==> config.mk <==
export PLATFORM = sky130hd
export DESIGN_NAME = ldlt_ctrl
export DESIGN_NICKNAME = d
export VERILOG_FILES = /design/src/rtl/core/ldlt_pkg.sv /design/src/rtl/core/ldlt_ctrl.sv
export SDC_FILE = /design/constraint.sdc
export NUM_CORES = 1
export LEC_CHECK = 0
export ABC_AREA = 1
export ABC_CLOCK_PERIOD_IN_PS = 8400
export BUFFER_PORTS_ARGS = -buffer_cell sky130_fd_sc_hd__buf_2
export CORE_MARGIN = 2
export CORE_UTILIZATION = 52
export CTS_CLUSTER_SIZE = 28
export DETAILED_ROUTE_END_ITERATION = 8
export PLACE_DENSITY = 0.84
export SETUP_SLACK_MARGIN = 0.4
export SYNTH_ARGS = -nofsm -noshare
export SYNTH_HDL_FRONTEND = slang
export SYNTH_SLANG_ARGS = --single-unit
==> constraint.sdc <==
create_clock -name clock -period 8.4 [get_ports clock]
set_input_delay 1.26 -clock clock [delete_from_list [all_inputs] [get_ports clock]]
set_output_delay 1.26 -clock clock [all_outputs]
set_load 0.02 [all_outputs]
==> src/rtl/core/ldlt_pkg.sv <==
// Shared types, codes and fixed-point helpers for the LDL^T decompose and solve block.
// No dependencies; every other file in rtl/core except ldlt_ram imports this package.
package ldlt_pkg;

   localparam int DATA_W        = 32;
   localparam int ACC_W         = 64;
   localparam int MAX_DIM_DEF   = 16;
   localparam int FRAC_BITS_DEF = 16;
   localparam int SIZE_W        = 5;
   localparam int BAND_W        = 4;
   localparam int IDX_W         = 4;
   localparam int FUNC_W        = 2;

   localparam logic [SIZE_W-1:0] SIZE_RESET = 5'd16;
   localparam logic [BAND_W-1:0] BAND_RESET = 4'd15;

   localparam logic [FUNC_W-1:0] FN_LOAD_MAT = 2'd0;
   localparam logic [FUNC_W-1:0] FN_DECOMP   = 2'd1;
   localparam logic [FUNC_W-1:0] FN_LOAD_RHS = 2'd2;
   localparam logic [FUNC_W-1:0] FN_SOLVE    = 2'd3;

   localparam logic CSR_MATRIX_SIZE = 1'b0;
   localparam logic CSR_BAND_WIDTH  = 1'b1;

   typedef enum logic [3:0] {
      S_IDLE,
      S_D_PROD,
      S_D_NUM,
      S_D_DIV,
      S_D_RSP,
      S_F_PROD,
      S_F_END,
      S_SCALE,
      S_S_DIV,
      S_B_PROD,
      S_B_END,
      S_OUT
   } state_type;

   typedef enum logic [1:0] {
      A_HOLD,
      A_LOAD,
      A_NUM,
      A_PROD
   } a_op_type;

   typedef enum logic [1:0] {
      SRC_FS,
      SRC_WV,
      SRC_TV
   } src_type;

   typedef enum logic [1:0] {
      WD_REQ,
      WD_OPA,
      WD_QUO
   } wd_type;

   typedef struct packed {
      logic     fs_we;
      wd_type   fs_wsel;
      logic     tv_we;
      wd_type   tv_wsel;
      logic     wv_we;
      a_op_type a_op;
      src_type  a_src;
      logic     b_ld;
      src_type  b_src;
      logic     mul;
      logic     acc_clr;
      logic     acc_add;
      logic     div_start;
      logic     pivot_clr;
      logic     pivot_track;
      logic     rsp_vec;
   } dp_cmd_type;

   typedef struct packed {
      logic div_done;
   } dp_status_type;

   function automatic logic signed [DATA_W-1:0] sat32(input logic signed [ACC_W-1:0] v);
      logic signed [DATA_W-1:0] r;
      if (v[ACC_W-1:DATA_W-1] == {(ACC_W-DATA_W+1){v[ACC_W-1]}}) begin
         r = v[DATA_W-1:0];
      end else if (v[ACC_W-1]) begin
         r = {1'b1, {(DATA_W-1){1'b0}}};
      end else begin
         r = {1'b0, {(DATA_W-1){1'b1}}};
      end
      return r;
   endfunction

endpackage

==> src/rtl/core/ldlt_ctrl.sv <==
// Controller: configuration registers, command decode and the loop sequencer.
// Depends on ldlt_pkg; drives ldlt_dp through dp_cmd_type.
module ldlt_ctrl import ldlt_pkg::*; #(
   parameter int MAX_DIM = MAX_DIM_DEF,
   localparam int AW = $clog2(MAX_DIM),
   localparam int IW = $clog2(MAX_DIM + 1)
) (
   input  logic              clock,
   input  logic              reset,
   input  logic              start,
   output logic              busy,
   input  logic [FUNC_W-1:0] req_func,
   input  logic [IDX_W-1:0]  req_row,
   input  logic [IDX_W-1:0]  req_col,
   input  logic              csr_valid,
   output logic              csr_ready,
   input  logic              csr_index,
   input  logic [SIZE_W-1:0] csr_data,
   output dp_cmd_type        cmd,
   output logic [AW-1:0]     fs_row,
   output logic [AW-1:0]     fs_col,
   output logic [AW-1:0]     vec_addr,
   input  dp_status_type     status,
   output logic              rsp_valid,
   output logic [IDX_W-1:0]  rsp_index,
   output logic              rsp_last
);

   state_type         state_ff, state_in;
   logic [2:0]        ph_ff, ph_in;
   logic [IW-1:0]     i_ff, i_in;
   logic [IW-1:0]     j_ff, j_in;
   logic [IW-1:0]     l_ff, l_in;
   logic [SIZE_W-1:0] size_ff;
   logic [BAND_W-1:0] bw_ff;
   logic [IW-1:0]     dim, i_inc, bs_i, bs_i1;
   logic              last_i;

   function automatic logic [IW-1:0] bstart(input logic [IW-1:0] x,
         input logic [BAND_W-1:0] b);
      logic [IW-1:0] r;
      if (32'(x) > 32'(b)) begin
         r = IW'(32'(x) - 32'(b));
      end else begin
         r = '0;
      end
      return r;
   endfunction

   always_ff @(posedge clock) begin
      if (reset) begin
         state_ff <= S_IDLE;
         ph_ff    <= '0;
         size_ff  <= SIZE_RESET;
         bw_ff    <= BAND_RESET;
      end else begin
         state_ff <= state_in;
         ph_ff    <= ph_in;
         if (csr_valid && csr_ready) begin
            case (csr_index)
               CSR_MATRIX_SIZE: size_ff <= csr_data;
               CSR_BAND_WIDTH:  bw_ff   <= csr_data[BAND_W-1:0];
               default:         size_ff <= size_ff;
            endcase
         end
      end
      i_ff <= i_in;
      j_ff <= j_in;
      l_ff <= l_in;
   end

   always_comb begin
      if (size_ff == '0) begin
         dim = IW'(1);
      end else if (32'(size_ff) > 32'(MAX_DIM)) begin
         dim = IW'(MAX_DIM);
      end else begin
         dim = IW'(size_ff);
      end
      i_inc  = i_ff + IW'(1);
      last_i = (i_inc == dim);
      bs_i   = bstart(i_ff, bw_ff);
      bs_i1  = bstart(i_inc, bw_ff);
   end

   always_comb begin
      state_in  = state_ff;
      ph_in     = ph_ff;
      i_in      = i_ff;
      j_in      = j_ff;
      l_in      = l_ff;
      cmd       = '0;
      fs_row    = AW'(i_ff);
      fs_col    = AW'(j_ff);
      vec_addr  = AW'(i_ff);
      rsp_valid = 1'b0;
      rsp_index = '0;
      rsp_last  = 1'b0;

      case (state_ff)
         S_IDLE: begin
            ph_in = '0;
            if (start) begin
               case (req_func)
                  FN_LOAD_MAT: begin
                     if (32'(req_row) < 32'(MAX_DIM) && 32'(req_col) < 32'(MAX_DIM)) begin
                        cmd.fs_we   = 1'b1;
                        cmd.fs_wsel = WD_REQ;
                        if (req_col > req_row) begin
                           fs_row = AW'(req_col);
                           fs_col = AW'(req_row);
                        end else begin
                           fs_row = AW'(req_row);
                           fs_col = AW'(req_col);
                        end
                     end
                  end
                  FN_LOAD_RHS: begin
                     if (32'(req_row) < 32'(MAX_DIM)) begin
                        cmd.wv_we = 1'b1;
                        vec_addr  = AW'(req_row);
                     end
                  end
                  FN_DECOMP: begin
                     i_in          = '0;
                     j_in          = '0;
                     l_in          = '0;
                     cmd.acc_clr   = 1'b1;
                     cmd.pivot_clr = 1'b1;
                     state_in      = S_D_PROD;
                  end
                  FN_SOLVE: begin
                     i_in        = '0;
                     j_in        = '0;
                     cmd.acc_clr = 1'b1;
                     state_in    = S_F_PROD;
                  end
                  default: state_in = S_IDLE;
               endcase
            end
         end

         S_D_PROD: begin
            case (ph_ff)
               3'd0: begin
                  if (l_ff >= j_ff) begin
                     state_in = S_D_NUM;
                  end else begin
                     fs_row = AW'(i_ff);
                     fs_col = AW'(l_ff);
                     ph_in  = 3'd1;
                  end
               end
               3'd1: begin
                  fs_row    = AW'(j_ff);
                  fs_col    = AW'(l_ff);
                  cmd.a_op  = A_LOAD;
                  cmd.a_src = SRC_FS;
                  ph_in     = 3'd2;
               end
               3'd2: begin
                  fs_row    = AW'(l_ff);
                  fs_col    = AW'(l_ff);
                  cmd.b_ld  = 1'b1;
                  cmd.b_src = SRC_FS;
                  ph_in     = 3'd3;
               end
               3'd3: begin
                  fs_row    = AW'(l_ff);
                  fs_col    = AW'(l_ff);
                  cmd.mul   = 1'b1;
                  cmd.b_ld  = 1'b1;
                  cmd.b_src = SRC_FS;
                  ph_in     = 3'd4;
               end
               3'd4: begin
                  cmd.a_op = A_PROD;
                  ph_in    = 3'd5;
               end
               3'd5: begin
                  cmd.mul = 1'b1;
                  ph_in   = 3'd6;
               end
               default: begin
                  cmd.acc_add = 1'b1;
                  l_in        = l_ff + IW'(1);
                  ph_in       = 3'd0;
               end
            endcase
         end

         S_D_NUM: begin
            case (ph_ff)
               3'd0: ph_in = 3'd1;
               3'd1: begin
                  cmd.a_op  = A_NUM;
                  cmd.a_src = SRC_FS;
                  fs_row    = AW'(j_ff);
                  fs_col    = AW'(j_ff);
                  ph_in     = 3'd2;
               end
               default: begin
                  ph_in = 3'd0;
                  if (j_ff == i_ff) begin
                     cmd.fs_we   = 1'b1;
                     cmd.fs_wsel = WD_OPA;
                     if (last_i) begin
                        state_in = S_D_RSP;
                     end else begin
                        i_in        = i_inc;
                        j_in        = bs_i1;
                        l_in        = bs_i1;
                        cmd.acc_clr = 1'b1;
                        state_in    = S_D_PROD;
                     end
                  end else begin
                     cmd.div_start   = 1'b1;
                     cmd.pivot_track = 1'b1;
                     state_in        = S_D_DIV;
                  end
               end
            endcase
         end

         S_D_DIV: begin
            if (status.div_done) begin
               cmd.fs_we   = 1'b1;
               cmd.fs_wsel = WD_QUO;
               cmd.acc_clr = 1'b1;
               j_in        = j_ff + IW'(1);
               l_in        = bs_i;
               state_in    = S_D_PROD;
            end
         end

         S_D_RSP: begin
            rsp_valid = 1'b1;
            rsp_last  = 1'b1;
            state_in  = S_IDLE;
         end

         S_F_PROD: begin
            fs_row   = AW'(i_ff);
            fs_col   = AW'(j_ff);
            vec_addr = AW'(j_ff);
            case (ph_ff)
               3'd0: begin
                  if (j_ff >= i_ff) begin
                     state_in = S_F_END;
                  end else begin
                     ph_in = 3'd1;
                  end
               end
               3'd1: begin
                  cmd.a_op  = A_LOAD;
                  cmd.a_src = SRC_TV;
                  cmd.b_ld  = 1'b1;
                  cmd.b_src = SRC_FS;
                  ph_in     = 3'd2;
               end
               3'd2: begin
                  cmd.mul = 1'b1;
                  ph_in   = 3'd3;
               end
               default: begin
                  cmd.acc_add = 1'b1;
                  j_in        = j_ff + IW'(1);
                  ph_in       = 3'd0;
               end
            endcase
         end

         S_F_END: begin
            case (ph_ff)
               3'd0: ph_in = 3'd1;
               3'd1: begin
                  cmd.a_op  = A_NUM;
                  cmd.a_src = SRC_WV;
                  ph_in     = 3'd2;
               end
               default: begin
                  cmd.tv_we   = 1'b1;
                  cmd.tv_wsel = WD_OPA;
                  ph_in       = 3'd0;
                  if (last_i) begin
                     i_in     = '0;
                     state_in = S_SCALE;
                  end else begin
                     i_in        = i_inc;
                     j_in        = bs_i1;
                     cmd.acc_clr = 1'b1;
                     state_in    = S_F_PROD;
                  end
               end
            endcase
         end

         S_SCALE: begin
            fs_col = AW'(i_ff);
            case (ph_ff)
               3'd0: ph_in = 3'd1;
               3'd1: begin
                  cmd.a_op  = A_LOAD;
                  cmd.a_src = SRC_TV;
                  ph_in     = 3'd2;
               end
               default: begin
                  cmd.div_start = 1'b1;
                  ph_in         = 3'd0;
                  state_in      = S_S_DIV;
               end
            endcase
         end

         S_S_DIV: begin
            fs_col = AW'(i_ff);
            if (status.div_done) begin
               cmd.tv_we   = 1'b1;
               cmd.tv_wsel = WD_QUO;
               if (last_i) begin
                  i_in        = IW'(dim - IW'(1));
                  j_in        = dim;
                  cmd.acc_clr = 1'b1;
                  state_in    = S_B_PROD;
               end else begin
                  i_in     = i_inc;
                  state_in = S_SCALE;
               end
            end
         end

         S_B_PROD: begin
            fs_row   = AW'(j_ff);
            fs_col   = AW'(i_ff);
            vec_addr = AW'(j_ff);
            case (ph_ff)
               3'd0: begin
                  if (j_ff < dim && 32'(j_ff) <= 32'(i_ff) + 32'(bw_ff)) begin
                     ph_in = 3'd1;
                  end else begin
                     state_in = S_B_END;
                  end
               end
               3'd1: begin
                  cmd.a_op  = A_LOAD;
                  cmd.a_src = SRC_FS;
                  cmd.b_ld  = 1'b1;
                  cmd.b_src = SRC_TV;
                  ph_in     = 3'd2;
               end
               3'd2: begin
                  cmd.mul = 1'b1;
                  ph_in   = 3'd3;
               end
               default: begin
                  cmd.acc_add = 1'b1;
                  j_in        = j_ff + IW'(1);
                  ph_in       = 3'd0;
               end
            endcase
         end

         S_B_END: begin
            case (ph_ff)
               3'd0: ph_in = 3'd1;
               3'd1: begin
                  cmd.a_op  = A_NUM;
                  cmd.a_src = SRC_TV;
                  ph_in     = 3'd2;
               end
               default: begin
                  cmd.tv_we   = 1'b1;
                  cmd.tv_wsel = WD_OPA;
                  ph_in       = 3'd0;
                  if (i_ff == '0) begin
                     state_in = S_OUT;
                  end else begin
                     i_in        = i_ff - IW'(1);
                     j_in        = i_ff;
                     cmd.acc_clr = 1'b1;
                     state_in    = S_B_PROD;
                  end
               end
            endcase
         end

         S_OUT: begin
            if (ph_ff == 3'd0) begin
               ph_in = 3'd1;
            end else begin
               rsp_valid   = 1'b1;
               cmd.rsp_vec = 1'b1;
               rsp_index   = IDX_W'(i_ff);
               rsp_last    = last_i;
               ph_in       = 3'd0;
               if (last_i) begin
                  state_in = S_IDLE;
               end else begin
                  i_in = i_inc;
               end
            end
         end

         default: state_in = S_IDLE;
      endcase
   end

   assign busy      = (state_ff != S_IDLE);
   assign csr_ready = !busy;

`ifndef SYNTHESIS
   assert property (@(posedge clock) disable iff (reset) rsp_valid |-> busy)
      else $error("response strobe while idle");
   assert property (@(posedge clock) disable iff (reset)
      status.div_done |-> (state_ff == S_D_DIV || state_ff == S_S_DIV))
      else $error("divider finished outside a divide wait");
   assert property (@(posedge clock) disable iff (reset)
      (rsp_valid && state_ff == S_D_RSP) |-> rsp_last)
      else $error("decompose response without last");
   assert property (@(posedge clock) disable iff (reset)
      (rsp_valid && rsp_last) |=> !busy)
      else $error("still busy after final response");
   assert property (@(posedge clock) disable iff (reset)
      (cmd.div_start) |=> !cmd.div_start)
      else $error("divider restarted back to back");
`endif

endmodule
# After elaboration in Yosys (flattened, before gate mapping)
# Cells that the tools add are included.
[totals]
register_bits = 31
input_bits = 21
output_inout_bits = 41
wordCells = 238
[classes]
n_addsub = 8
order_cmp = 8
eq_ne = 48
muxes = 135
n_bitwise = 1
reduce_logical = 31
[op_table]
columns = ["operator", "count"]
rows = [
  ["$mux 5", 33],
  ["$mux 4", 31],
  ["$ne 2x2->1 const B", 22],
  ["$pmux 4 s11", 1],
  ["$mux 3", 13],
  ["$pmux 3 s6", 2],
  ["$pmux 5 s7", 1],
  ["$pmux 4 s2", 4],
  ["$pmux 5 s6", 1],
  ["$mux 1", 29],
  ["$pmux 4 s7", 1],
  ["$pmux 3 s3", 3],
  ["$pmux 4 s3", 2],
  ["$pmux 5 s4", 1],
  ["$eq 4x3->1 const B", 4],
  ["$eq 4x4->1 const B", 4],
  ["$pmux 4 s4", 1],
  ["$reduce_and 16->1", 1],
  ["$add 5x1->5 const B", 3],
  ["$mux 6", 2],
  ["$reduce_and 12->1", 1],
  ["$reduce_bool 6->1", 2],
  ["$reduce_or 2->1", 6],
  ["$eq 5x5->1", 2],
  ["40 further kinds", 61],
]

# Depth between registers and ports, before layout
# Gate-level depths: netlist of the first run.
[logic_depth]
ltp_word = 8
ltp_mapped = 20
mapped_depth_nobuf = 20

# Worst setup path before layout of the first run
# Ideal clock, no wire load.
[synth_timing]
path_kind = "input -> output"
startpoint = "input port req_row[1]"
endpoint = "output port fs_row[3]"
t_arrival_ps = 2625
required_time_ps = 7140
slack_ps = 4515
stages = 9
path_buffers = 1
cell_sequence = "inv_1 > ha_1 > a21oi_1 > o21ai_0 > nand2_1 > clkbuf_1 > a21oi_1 > o21ai_0 > o2111ai_1"
[synth_between]
elab_chain_cells = 5
[synth_lines]
columns = ["element", "line", "rtl"]
rows = [
  ["start, declared", "ldlt_ctrl.sv:13", "input logic [IDX_W-1:0] req_row,"],
  ["$gt 4x4->1", "ldlt_ctrl.sv:109", "if (req_col > req_row) begin"],
  ["$mux 4", "ldlt_ctrl.sv:109", ""],
  ["$mux 4", "ldlt_ctrl.sv:104", "case (req_func)"],
  ["$mux 4", "ldlt_ctrl.sv:103", "if (start) begin"],
  ["$pmux 4 s4", "ldlt_ctrl.sv:100", "case (state_ff)"],
  ["end, declared", "ldlt_ctrl.sv:20", "output logic [AW-1:0] fs_row,"],
]
# Every way passes these cells.

==> results of run 1 <==
-- synth_stat cells (3+ instances only) --
master       n  area [µm²]
edfxtp_1    15         450
nor3_1      11        55.1
nand3_2      3        30.0
xor2_1      13         114
o2111ai_1    3        26.3
inv_2       12        45.0
nand4_1     10        62.6
nand2_1    142         533
buf_4        6        45.0
nor2_1      57         214
inv_1       86         323
dfxtp_1     16         320
nor2_4      10         113
ha_1        39         488
o211ai_1    13        97.6
nand3_1     41         205
nor2_2       8        50.1
fa_1         3        60.1
o22ai_1     12        75.1
o221ai_1     6        52.6
nand2_2     15        93.8
a31oi_1      4        25.0
a21oi_1     54         270
buf_2        4        20.0
o21ai_0     50         250
-- logic make-up (layout without fill, tap and decap cells) --
kind of cell	after synthesis	in the layout
AO/OA/AOI/OAI	156	156
XOR/XNOR	15	15
adder cells (fa/ha/maj)	42	42
buffers and inverters	110	167
flip-flops	31	31
other	1	1
AND/OR/NAND/NOR	305	305
-- cell usage in the layout (no fill, tap or decap), types with 6 or more instances in the layout --
cell type / synthesis / routed
a21oi_1: 54 / 54
buf_2: 4 / 60
dfxtp_1: 16 / 16
edfxtp_1: 15 / 15
ha_1: 39 / 39
inv_1: 86 / 86
inv_2: 12 / 12
nand2_1: 142 / 142
nand2_2: 15 / 15
nand3_1: 41 / 41
nand4_1: 10 / 10
nor2_1: 57 / 57
nor2_2: 8 / 8
nor2_4: 10 / 10
nor3_1: 11 / 11
o211ai_1: 13 / 13
o21ai_0: 50 / 50
o221ai_1: 6 / 6
o22ai_1: 12 / 12
xor2_1: 13 / 13
-- how the worst max path moves through the flow --
stage,start,cells past startpoint,end
floorplan,req_row[1],9,fs_row[3]
finish,i_ff[1],9,cmd[5]
detailed placement,req_row[1],12,fs_col[3]
CTS,req_row[1],12,fs_col[3]
global placement,req_row[1],12,fs_col[1]
global route,req_row[1],12,fs_col[3]
-- report_power, final --
part           internal, mW  leakage [nW]  total, mW  switching [mW]
Sequential            0.232         0.277      0.355           0.123
Combinational         0.435          2.04       1.32           0.884
Clock                0.0869        0.0556      0.149          0.0619
-- metal layers --
layer / global-route usage / wire [µm] / vias to the layer above
li1: - / - / 2353
met5: 0 / 0 / -
met4: 0.114 / 486 / 0
met1: 0.424 / 5600 / 2268
met2: 0.525 / 6360 / 344
met3: 0.0610 / 1710 / 61
-- per-stage QoR --
step	area [µm²]	hold slack (ns)	setup slack (ns)
finish	4700	0.454	4.11
global route	4700	0.495	3.90
CTS	4700	0.457	4.15
detailed placement	4590	0.447	4.15
global placement	4590	0.442	4.32
floorplan	4230	0.430	4.52
-- cell type report --
| cell class | count | share of cell area |
|---|---|---|
| clock buffers | 5 | 0.0146 |
| clock inverters | 3 | 0.00825 |
| inverters | 98 | 0.0783 |
| multi-input cells | 519 | 0.642 |
| flip-flops and latches | 31 | 0.164 |
| well taps | 102 | 0.0271 |
| repair buffers | 61 | 0.0655 |
-- worst min-delay path, delay by kind of cell, from the launching register on --
kind / cells / cell delay, ns
AO/OA/AOI/OAI: 1 / 0.06
buffers and inverters: 1 / 0.06
flip-flops: 1 / 0.30
-- flip-flops by register name, indices dropped and copies added (netlist names) --
name      cells
ph_ff         3
size_ff       5
bw_ff         4
j_ff          5
l_ff          5
i_ff          5
state_ff      4
==> impl.org, run 1 <==
** Routing
- Routed wirelength normalized by instance count :: roughly 17 µm
- Remaining DRCs :: 0
- First-pass DRT Iterations :: 7
- Final antenna-violating net count :: 0
- Number of design-rule violations left by the first detailed-router iteration :: between 500 and 600
- Summed over all layers, the routed wires come to 14200 µm.
- Via Count :: ~5000
- Drt via density :: 6.14

** STA
- Slew at the pin closest to its max-slew limit :: approximately 0.66 ns
- Summed over all failing endpoints, the final setup total negative slack is 0 ns.
- Setup repair after global routing left no endpoint under its margin.
- Fraction of the cycle the final worst path needs :: 0.511
- The number of pins with negative max-slew slack in the final report came to 0.
- The worst pin sits at a relative slew slack of 0.558.
- The number of endpoints with negative hold slack in the final report is 0.
- The worst path in the final design needs a cycle of 4.29 ns, including I/O delays and setup.
- Setup violations remaining at the end of the flow were counted as 0.
- Maximum clock frequency :: roughly 230 MHz
- On the final layout, the worst clock skew is ~0.015 ns.

** Run status
- Outcome :: completed

** Global route
- Entering global routing, the biggest net connects 19 pins.
- Global route total overflow :: 0
- The via count of the first global-routing pass was ~4700.
- Wire length of the first global-routing pass :: approximately 23000 µm
- Antenna violations before repair :: 0
- GRT Util Overall :: 0.322

** Synth
- The share of the Yosys chip area taken by registers is 0.182.
- The most used flip-flop cell after synthesis is dfxtp_1.
- After synthesis, the share of flip-flops with an asynchronous set or reset is 0.
- Complex-gate fraction of the synthesized area :: 0.216
- #FFs+latches synth :: 31
- Synthesized netlist cell count :: 660
- By area, the combinational part of the netlist is dominated by simple AND/OR/NAND/NOR gates.
- The average instance in the mapped netlist occupies between 6 and 7 µm².
- Portion of netlist area occupied by mux cells :: 0
- The cell area that synthesis handed to floorplanning was about 4200 µm².
- Post-synthesis cell type count :: 42
- Number of flops mapped to enable cells by yosys :: 15
- Net count after synthesis :: 723
- For this run, the number of Yosys warnings is 0.
- Of the total synthesized cell area, the portion taken by XOR and XNOR cells is 0.0311.
- Fraction of the mapped netlist area in simple logic gates :: 0.337
- Of the total synthesized cell area, the portion taken by full adders, half adders and majority gates is 0.130.

** Min path
- Worst min-delay path startpoint :: size_ff[0]
- Type of the worst min-delay path :: reg -> reg
- Along the worst hold path, the cell count comes to 2.
- Capture endpoint of the worst hold path :: size_ff[0]

** Setup path
- Cell with the largest stage delay on the worst path :: edfxtp_1
- The worst register-to-register path begins at i_ff[1].
- Internal reg-to-reg setup slack :: roughly 5 ns
- Crit-path max FO :: 11
- Walking the worst path, the cells encountered are inv_1 > ha_1 > nand2_1 > nor2_1 > inv_1 > nor2_1 > a21oi_1 > o211ai_1 > buf_2.
- Critical R2R Capture :: j_ff[3]
- At the worst endpoint, the required time is around 7.1 ns.
- Slowest Stage Delay on Critical Path :: a little over 0.7 ns
- The worst register-to-register path has a depth of 8.
- Largest delay share family, worst path :: simple AND/OR/NAND/NOR gates
- WP buf/inv :: 3
- The worst setup path is captured at a primary output.
- Critical path class :: reg -> out
- Critical path startpoint category :: flip-flop
- Data on the critical path arrives at its endpoint at approximately 3.0 ns.

** Layout
- The net count of the finished layout is slightly below 800.
- Ratio of cells with drive above 1 in the final layout :: 0.172
- Fill count :: 760
- Layout overhead on the synthesized area :: 11.1%
- Sequential cell area :: between 700 and 800 µm²
- In the final layout, the multi-input gates occupy between 3000 and 4000 µm².
- The repair_antennas step left the layout with diodes totalling 0.
- Fin cells :: about 820
- Once layout is complete, the utilization of the core stands at 0.602.

** Power
- Cell leakage power :: ~2.4 nW
- Total design power :: 1.82 mW
- In this run the power density over the cells is around 390 nW/µm².
- Max IR drop VDD :: ~230 µV

** Placement
- DP HPWL :: 11200 µm
- PortBufs :: 60
- Routability-driven placement finished with a final weighted congestion of between 1 and 1.5.
- The number of placed instances, taps included, is around 810.

** Clock tree
- Clock root buffer :: clkbuf_8
- CTS buffer count :: 5
- The longest clock path from root to sink contains 2 buffers.
- The clock drives 31 sinks.
- TritonCTS built the clock tree.
- CTS HTree Levels :: 2
- CTS clk-pin slew, worst paths :: 0.07 ns
- After clock tree synthesis, the repair step resized 0 gates.
- The number of setup buffers added after CTS is 0.
- Clock insertion delay at the later pin of the skew report :: slightly below 0.3 ns
- The number of hold buffers added after CTS was 0.

** Die
- The floorplan has 32 rows.
- Starting density of the core :: 0.542
- Vertical die dimension :: 94.2 µm
- The die is 94.2 µm wide.
- Area of the die :: a little under 9000 µm²
- Number of ports placed on the die boundary :: 62
- Core area :: 7810 µm²

** Job
- Max-cap violations in this run came to 0.
(Power assumes the default switching activity.)
==> run 2, diff against run 1 <==
Settings changed: ABC_CLOCK_PERIOD_IN_PS 8400 to 4150.
Clock period 8.4 ns to 4.15 ns, I/O delays scaled along.
==> impl.org, run 2 (synthesis gave the netlist of run 1 again) <==
** Layout
- Layout overhead on the synthesized area :: 11.4%
- The final layout net count is 781 (+0.26%).
- The library cells used most frequently in the layout, excluding fill and tap cells, are nand2_1 (142), inv_1 (86), buf_2 (60), nor2_1 (57), a21oi_1 (54).
- Antenna cells :: 0 (unchanged)
- The library cell used most frequently in the layout, excluding fill and tap cells, is nand2_1.
- The share of layout cells above drive strength 1 was 0.172 (+0.000914).

** Clock tree
- The number of clock buffers inserted by TritonCTS came to 5 (unchanged).
- Largest buffer count on any clock path :: 2 (unchanged)
- Number of gates given a new drive strength after cts :: 0 (unchanged)
- The H-tree depth was 2 (unchanged).
- CTS clk-pin slew, worst paths :: 0.07 ns (about the same)
- Clock net sink count :: 31 (unchanged)
- The tree is rooted in a clkbuf_8.
- TritonCTS clock tree :: done
- The cts-stage hold buffer count came to 0 (unchanged).
- The clock network latency to the later pin of the worst-skew pair was 0.29 ns (about the same).
- Setup fix buffers added after clock tree synthesis :: 0 (unchanged)

** Power
- Power Dens Cells :: 781 nW/µm² (+100%)
- The sum of internal, switching and leakage power was 3.68 mW (+100%).
- The worst-case vdd ir drop came to 405 µV (+74%).
- The static leakage is 2.38 nW (+0.30%).

** Setup path
- The setup path with the least slack is of type reg -> out.
- Crit-path max FO :: 11 (unchanged)
- Internal reg-to-reg setup slack :: 1.04 ns (-3.96 ns)
- Tracing the worst setup path back leads to its startpoint at i_ff[1].
- The worst setup path is launched from a flip-flop.
- Worst path required time :: 3.53 ns (-3.61 ns)
- The data arrival time of the critical path was 2.79 ns (-0.24 ns).
- Critical path capture point type :: primary output
- Beginning of the worst register-to-register path :: i_ff[0]

** Die
- The cell row count is 32 (unchanged).
- Number of ports placed on the die boundary :: 62 (unchanged)
- Vertical die dimension :: 94.2 µm (unchanged)
- The starting utilization of the core area came to 0.542 (unchanged).
- The floorplan die area came to 8870 µm² (unchanged).
- The placeable core region came to 7810 µm² (unchanged).
- The width of the die was 94.2 µm (unchanged).

** Run status
- Outcome :: completed

** STA
- Final Max Tran Viols :: 0 (unchanged)
- Clock skew :: 0.0123 ns (-0.00235 ns)
- For this run, the top clock speed supported by timing is 293 MHz.
- Fraction of the cycle the final worst path needs :: 0.822
- Setup Total Neg Slack :: 0 ns (unchanged)
- The count of final setup violators came to 0 (unchanged).
- Slew at the pin closest to its max-slew limit :: 0.555 ns (-0.105 ns)
- Setup repair after global routing missed its margin :: no
- Min Tclk post-route :: roughly 3.4 ns
- The tightest slew margin relative to the limit came to 0.630 (+0.0712).
- The number of endpoints with negative hold slack in the final report was 0 (unchanged).

** Routing
- First-pass DRT Iterations :: 6 (-1)
- Number of design-rule violations left by the first detailed-router iteration :: 655 (+14%)
- The remaining number of nets flagged by the antenna check after routing is 0 (unchanged).
- Routed wirelength normalized by instance count :: 17.2 µm (-0.27%)
- The overall routed net length is 14200 µm (about the same).
- The mean number of vias per cell was 6.04 (-1.6%).
- The overall via count from detail_route is 4960 (-1.3%).
- Remaining DRCs :: 0 (unchanged)

** Min path
- Type of the worst min-delay path :: reg -> reg
- The startpoint identified for the worst hold timing path is size_ff[0].

** Global route
- The first-pass GRT wire length came to 23000 µm (+0.75%).
- Vias in the first global route :: 4788 (+1.6%)
- The number of antenna violations at the first check in global routing is 0 (unchanged).
- Global route total overflow :: 0 (unchanged)
- The pin count of the biggest net entering global routing came to 19 (unchanged).
- The overall fraction of global-route tracks in use is 0.326 (+0.00393).

** Job
- The count of maximum capacitance violations came to 0 (unchanged).

** Placement
- DP HPWL :: 11300 µm (+0.97%)
- PortBufs :: 60 (unchanged)
- The final weighted congestion of routability-driven global placement is 1.06 (about the same).
==> run 2: area by class of cell <==
type,instances,area [µm²]
well taps,102,128
flip-flops and latches,31,771
inverters,98,368
multi-input cells,519,3020
repair buffers,63,323
clock inverters,1,30.0
fillers,741,3090
clock buffers,7,76.3
==> run 2: path summary, 6_finish.rpt <==
path,to,depth (start not counted)
worst max-delay path,cmd[5],10
worst min-delay path,size_ff[0],2
worst max register to register,state_ff[1],16
worst min register to register,size_ff[0],2
==> run 2: where the power goes <==
part / internal (mW) / leakage [nW] / switching [mW]
Clock: 0.180 / 0.0524 / 0.122
Sequential: 0.468 / 0.277 / 0.210
Combinational: 0.894 / 2.05 / 1.81
Total: 1.54 / 2.38 / 2.14
==> run 2: metrics by stage <==
| step | utilization | hold slack (ns) | setup slack, ns | instance area, µm² | std cells |
|---|---|---|---|---|---|
| 6_report | 0.604 | 0.466 | 0.741 | 4710 | 821 |
| 5_1_grt | 0.604 | 0.481 | 0.541 | 4710 | 821 |
| 4_1_cts | 0.604 | 0.460 | 0.787 | 4710 | 821 |
| 3_5_place_dp | 0.590 | 0.450 | 1.08 | 4610 | 813 |
| 3_3_place_gp | 0.590 | 0.442 | 1.11 | 4610 | 813 |
| 2_1_floorplan | - | 0.430 | 1.24 | 4230 | 660 |
==> run 2: per-layer routing <==
| layer | wire (µm) | GRT usage | part of all wire |
|---|---|---|---|
| met4 | 537 | 0.143 | 0.038 |
| met5 | 0 | 0 | 0 |
| met1 | 5710 | 0.427 | 0.40 |
| met3 | 1740 | 0.0658 | 0.12 |
| met2 | 6170 | 0.517 | 0.44 |
==> run 2: critical path, stage by stage (launching register included) <==
cell	delay, ns
edfxtp_1	0.65
inv_1	0.28
ha_1	0.47
xor2_1	0.16
nand2_1	0.08
nor2_2	0.21
nand2_2	0.15
inv_2	0.17
nand2_1	0.07
o211ai_1	0.08
buf_2	0.19
==> run 3, diff against run 2 <==
Settings changed: ABC_AREA 1 to 0, ABC_CLOCK_PERIOD_IN_PS 4150 to 3400.
Clock period 4.15 ns to 3.4 ns, I/O delays scaled along.
==> impl.org, run 3 <==
** Setup path
- Critical path startpoint category :: flip-flop
- STA classifies the critical path endpoint as a flip-flop.
- Arrival time worst endpoint :: 3.44 ns (+0.65 ns)
- The highest fanout seen on the critical path came to 2 (-9).
- The worst setup path is of the reg -> reg kind.
- The required time reported for the critical path endpoint came to 3.58 ns (+0.05 ns).

** Global route
- Wire length of the first global-routing pass :: 25300 µm (+10%)
- GRT Util Overall :: 0.357 (+0.0306)
- The number of antenna violations at the first check in global routing was 1 (+1).
- The via count of the first global-routing pass came to 4938 (+3.1%).
- Global route total overflow :: 0 (unchanged)
- The pin count of the biggest net entering global routing was 24 (+5).

** Clock tree
- The clock transition time at the flip-flop clock pins of the worst setup and hold paths came to 0.08 ns (about the same).
- TritonCTS clock tree :: done
- Clock root buffer :: clkbuf_8
- The number of clock buffers inserted by TritonCTS is 5 (unchanged).
- CTS HTree Levels :: 2 (unchanged)
- The number of clock sinks seen by CTS is 31 (unchanged).
- The maximum clock path buffer count was 2 (unchanged).
- Clock insertion delay at the later pin of the skew report :: 0.29 ns (about the same)

** Synth
- Of all cell types, the one taking the most synthesized area is ha_1.
- The mean instance size in the synthesized netlist is 7.28 µm² (+14%).
- Most instantiated cells after synthesis :: nor2_1 (64), nand2_1 (62), inv_1 (46), a21oi_1 (43), ha_1 (39)
- The count of flip-flops with a built-in enable after synthesis was 15 (unchanged).
- The number of distinct library cells after synthesis was 76 (+81%).
- Share of synthesized area occupied by flip-flops and latches :: 0.178 (-0.00401)
- By area the synthesized netlist is led by ha_1 (11%), edfxtp_1 (10%), dfxtp_1 (7.4%).
- The synthesis-stage register bit count came to 31 (unchanged).
- The net count of the mapped netlist is 657 (-9.1%).
- The count of yosys warnings during synthesis was 0 (unchanged).
- Synthesized netlist cell count :: 594 (-10%)
- The fraction of post-synthesis cell area in the top cell type by area came to 0.113 (-0.0132).
- Combined area of all synthesized cells :: 4330 µm² (+2.2%)
- Most frequently used flop master after synthesis :: dfxtp_1
- The proportion of synthesized flip-flops having asynchronous set or reset came to 0 (unchanged).
- Most frequent cell after synthesis :: nor2_1

** Routing
- Via Count :: 5408 (+9.0%)
- The mean number of vias per cell is 6.91 (+14%).
- The number of DRC markers in iteration 0 is 943 (+44%).
- Total detailed-routing wirelength :: 16700 µm (+18%)
- Remaining DRCs :: 0 (unchanged)
- The detailed-router iteration count before antenna repair was 7 (+1).
- The remaining number of nets flagged by the antenna check after routing was 0 (unchanged).
- Routed wirelength normalized by instance count :: 21.3 µm (+24%)

** STA
- Setup repair after global routing missed its margin :: yes
- Derived from the worst setup path, the maximum achievable clock frequency is about 310 MHz.
- The final worst hold slack came to 0.506 ns (+0.0403 ns).
- The accumulated negative setup slack is 0 ns (unchanged).
- The number of endpoints with negative hold slack in the final report was 0 (unchanged).
- Worst relative slew slack :: 0.454 (-0.176)
- Fraction of the cycle the final worst path needs :: 0.960
- The actual slew at the worst max-slew pin was 0.808 ns (+0.253 ns).
- The final worst clock skew was 0.0112 ns (-0.00107 ns).
- The count of final setup violators came to 0 (unchanged).
- The number of pins with negative max-slew slack in the final report is 0 (unchanged).
- For the finished layout, the period the worst path requires is 3.26 ns.

** Layout
- Antenna cells :: 0 (unchanged)
- Sequential cell area :: 772 µm² (+0.16%)
- The library cell used most frequently in the layout, excluding fill and tap cells, is nor2_1.
- The share of layout cells above drive strength 1 came to 0.263 (+0.0901).
- The library cells used most frequently in the layout, excluding fill and tap cells, are nor2_1 (62), nand2_1 (61), buf_2 (52), buf_4 (51), inv_1 (43).
- Final core utilization :: 0.669 (+0.0650)
- From synthesis to final layout, the design area changed by 25.8%.
- The summed area of non-filler cells in the final layout was 5440 µm² (+15%).
- Final nets :: 740 (-5.2%)
- The multi-input combinational cell area was 3450 µm² (+14%).
- The final-layout fill cell count came to 643 (-13%).

** Die
- The starting utilization of the core area is 0.532 (-0.0101).
- Number of ports placed on the die boundary :: 62 (unchanged)
- The cell row count was 33 (+3.1%).
- The placeable core region is 8130 µm² (+4.2%).
- Overall die width :: 95.2 µm (+1.1%)
- Area of the die :: 9060 µm² (+2.2%)
- The die extent in y was 95.2 µm (+1.1%).

** Power
- The power density normalized to cell area is 1030 nW/µm² (+32%).
- The worst-case vdd ir drop came to 502 µV (+24%).
- Cell leakage power :: 2.48 nW (+4.1%)

** Placement
- DP HPWL :: 11500 µm (+1.5%)
- The final weighted congestion of routability-driven global placement came to 1.04 (-1.7%).
- Placed cell areas :: 4830 µm² (+4.8%)
- The count of buffers from port buffering came to 60 (unchanged).

** Run status
- The flow ran to the end, and the final reports show no timing, DRC or antenna violations.

** Min path
- Type of the worst min-delay path :: reg -> reg

** Job
- Max-Cap Viols :: 0 (unchanged)
## run 3: cell types whose count changed after synthesis, moves of 12 or more
cell	change
nand2_1	-80
inv_1	-40
clkbuf_1	+26
nand3_1	-22
o21ai_0	-18
xnor2_1	+17
nand2_2	-15
inv_2	-12
## run 3: final cells by class
type / instances / share of cell area
multi-input combinational: 473 / 0.634
timing repair buffer: 117 / 0.149
sequential: 31 / 0.142
inverter: 49 / 0.0343
tap: 105 / 0.0241
clock buffer: 7 / 0.0159
clock inverter: 1 / 0.000920
## run 3: repair_timing
item | CTS | global route
endpoints found under the hold margin | 0 | 0
setup endpoints to repair | 31 | 31
pin swaps | 24 | 11
hold buffers | 0 | 0
setup buffers | 17 | 12
gates resized for setup | 39 | 26
## run 3: path summary, 6_finish.rpt
| kind | start | endpoint | slack [ns] | cells after the start |
|---|---|---|---|---|
| min reg2reg | bw_ff[2] | bw_ff[2] | 0.51 | 1 |
| max | i_ff[0] | state_ff[1] | 0.14 | 14 |
| max reg2reg | i_ff[0] | state_ff[1] | 0.14 | 14 |
| min | bw_ff[2] | bw_ff[2] | 0.51 | 1 |
## run 3: power by group
part           switching, mW  internal (mW)  total [mW]
registers              0.196          0.567       0.763
logic                   2.61           1.91        4.53
clock network          0.151          0.163       0.315
total                   2.96           2.64        5.60
## run 3: critical path, cell delays in order (launching register included)
cell and delay (ns):
edfxtp_1 0.45, ha_4 0.20, fa_2 0.39, a21oi_2 0.13, nor2_1 0.05, nor2_1 0.10
xnor2_1 0.14, ha_1 0.27, and3_1 0.15, a32oi_1 0.22, o31ai_2 0.12, o211a_1 0.23
nor2b_4 0.14, a211oi_4 0.21, mux2_4 0.32
## run 3: stage by stage
stage                     setup WS, ns  cells  power (mW)
final                            0.137    783        5.60
after global routing           0.00607    783        5.90
after CTS                        0.179    771        5.12
after detailed placement        0.0683    746        4.40
after global placement           0.173    746        4.29
after floorplan                  0.259    594        3.33
## run 3: cells by family after synthesis
group,after synthesis,synth area share
xor gates and xnor gates,25,0.0538
DFF,31,0.178
muxes,11,0.0263
other,1,0.000867
AOI/OAI and AO/OA,192,0.311
and+or+nand+nor,202,0.218
buffers and inverters,90,0.0850
adders and majority gates,42,0.127
## run 3: routing by layer
layer  share of wire  track usage  vias to the layer above
met5         0.00078            0                        -
met4           0.053        0.143                        2
met3            0.12       0.0625                      121
met2            0.45        0.562                      456
met1            0.37        0.483                     2478
li1                -            -                     2351
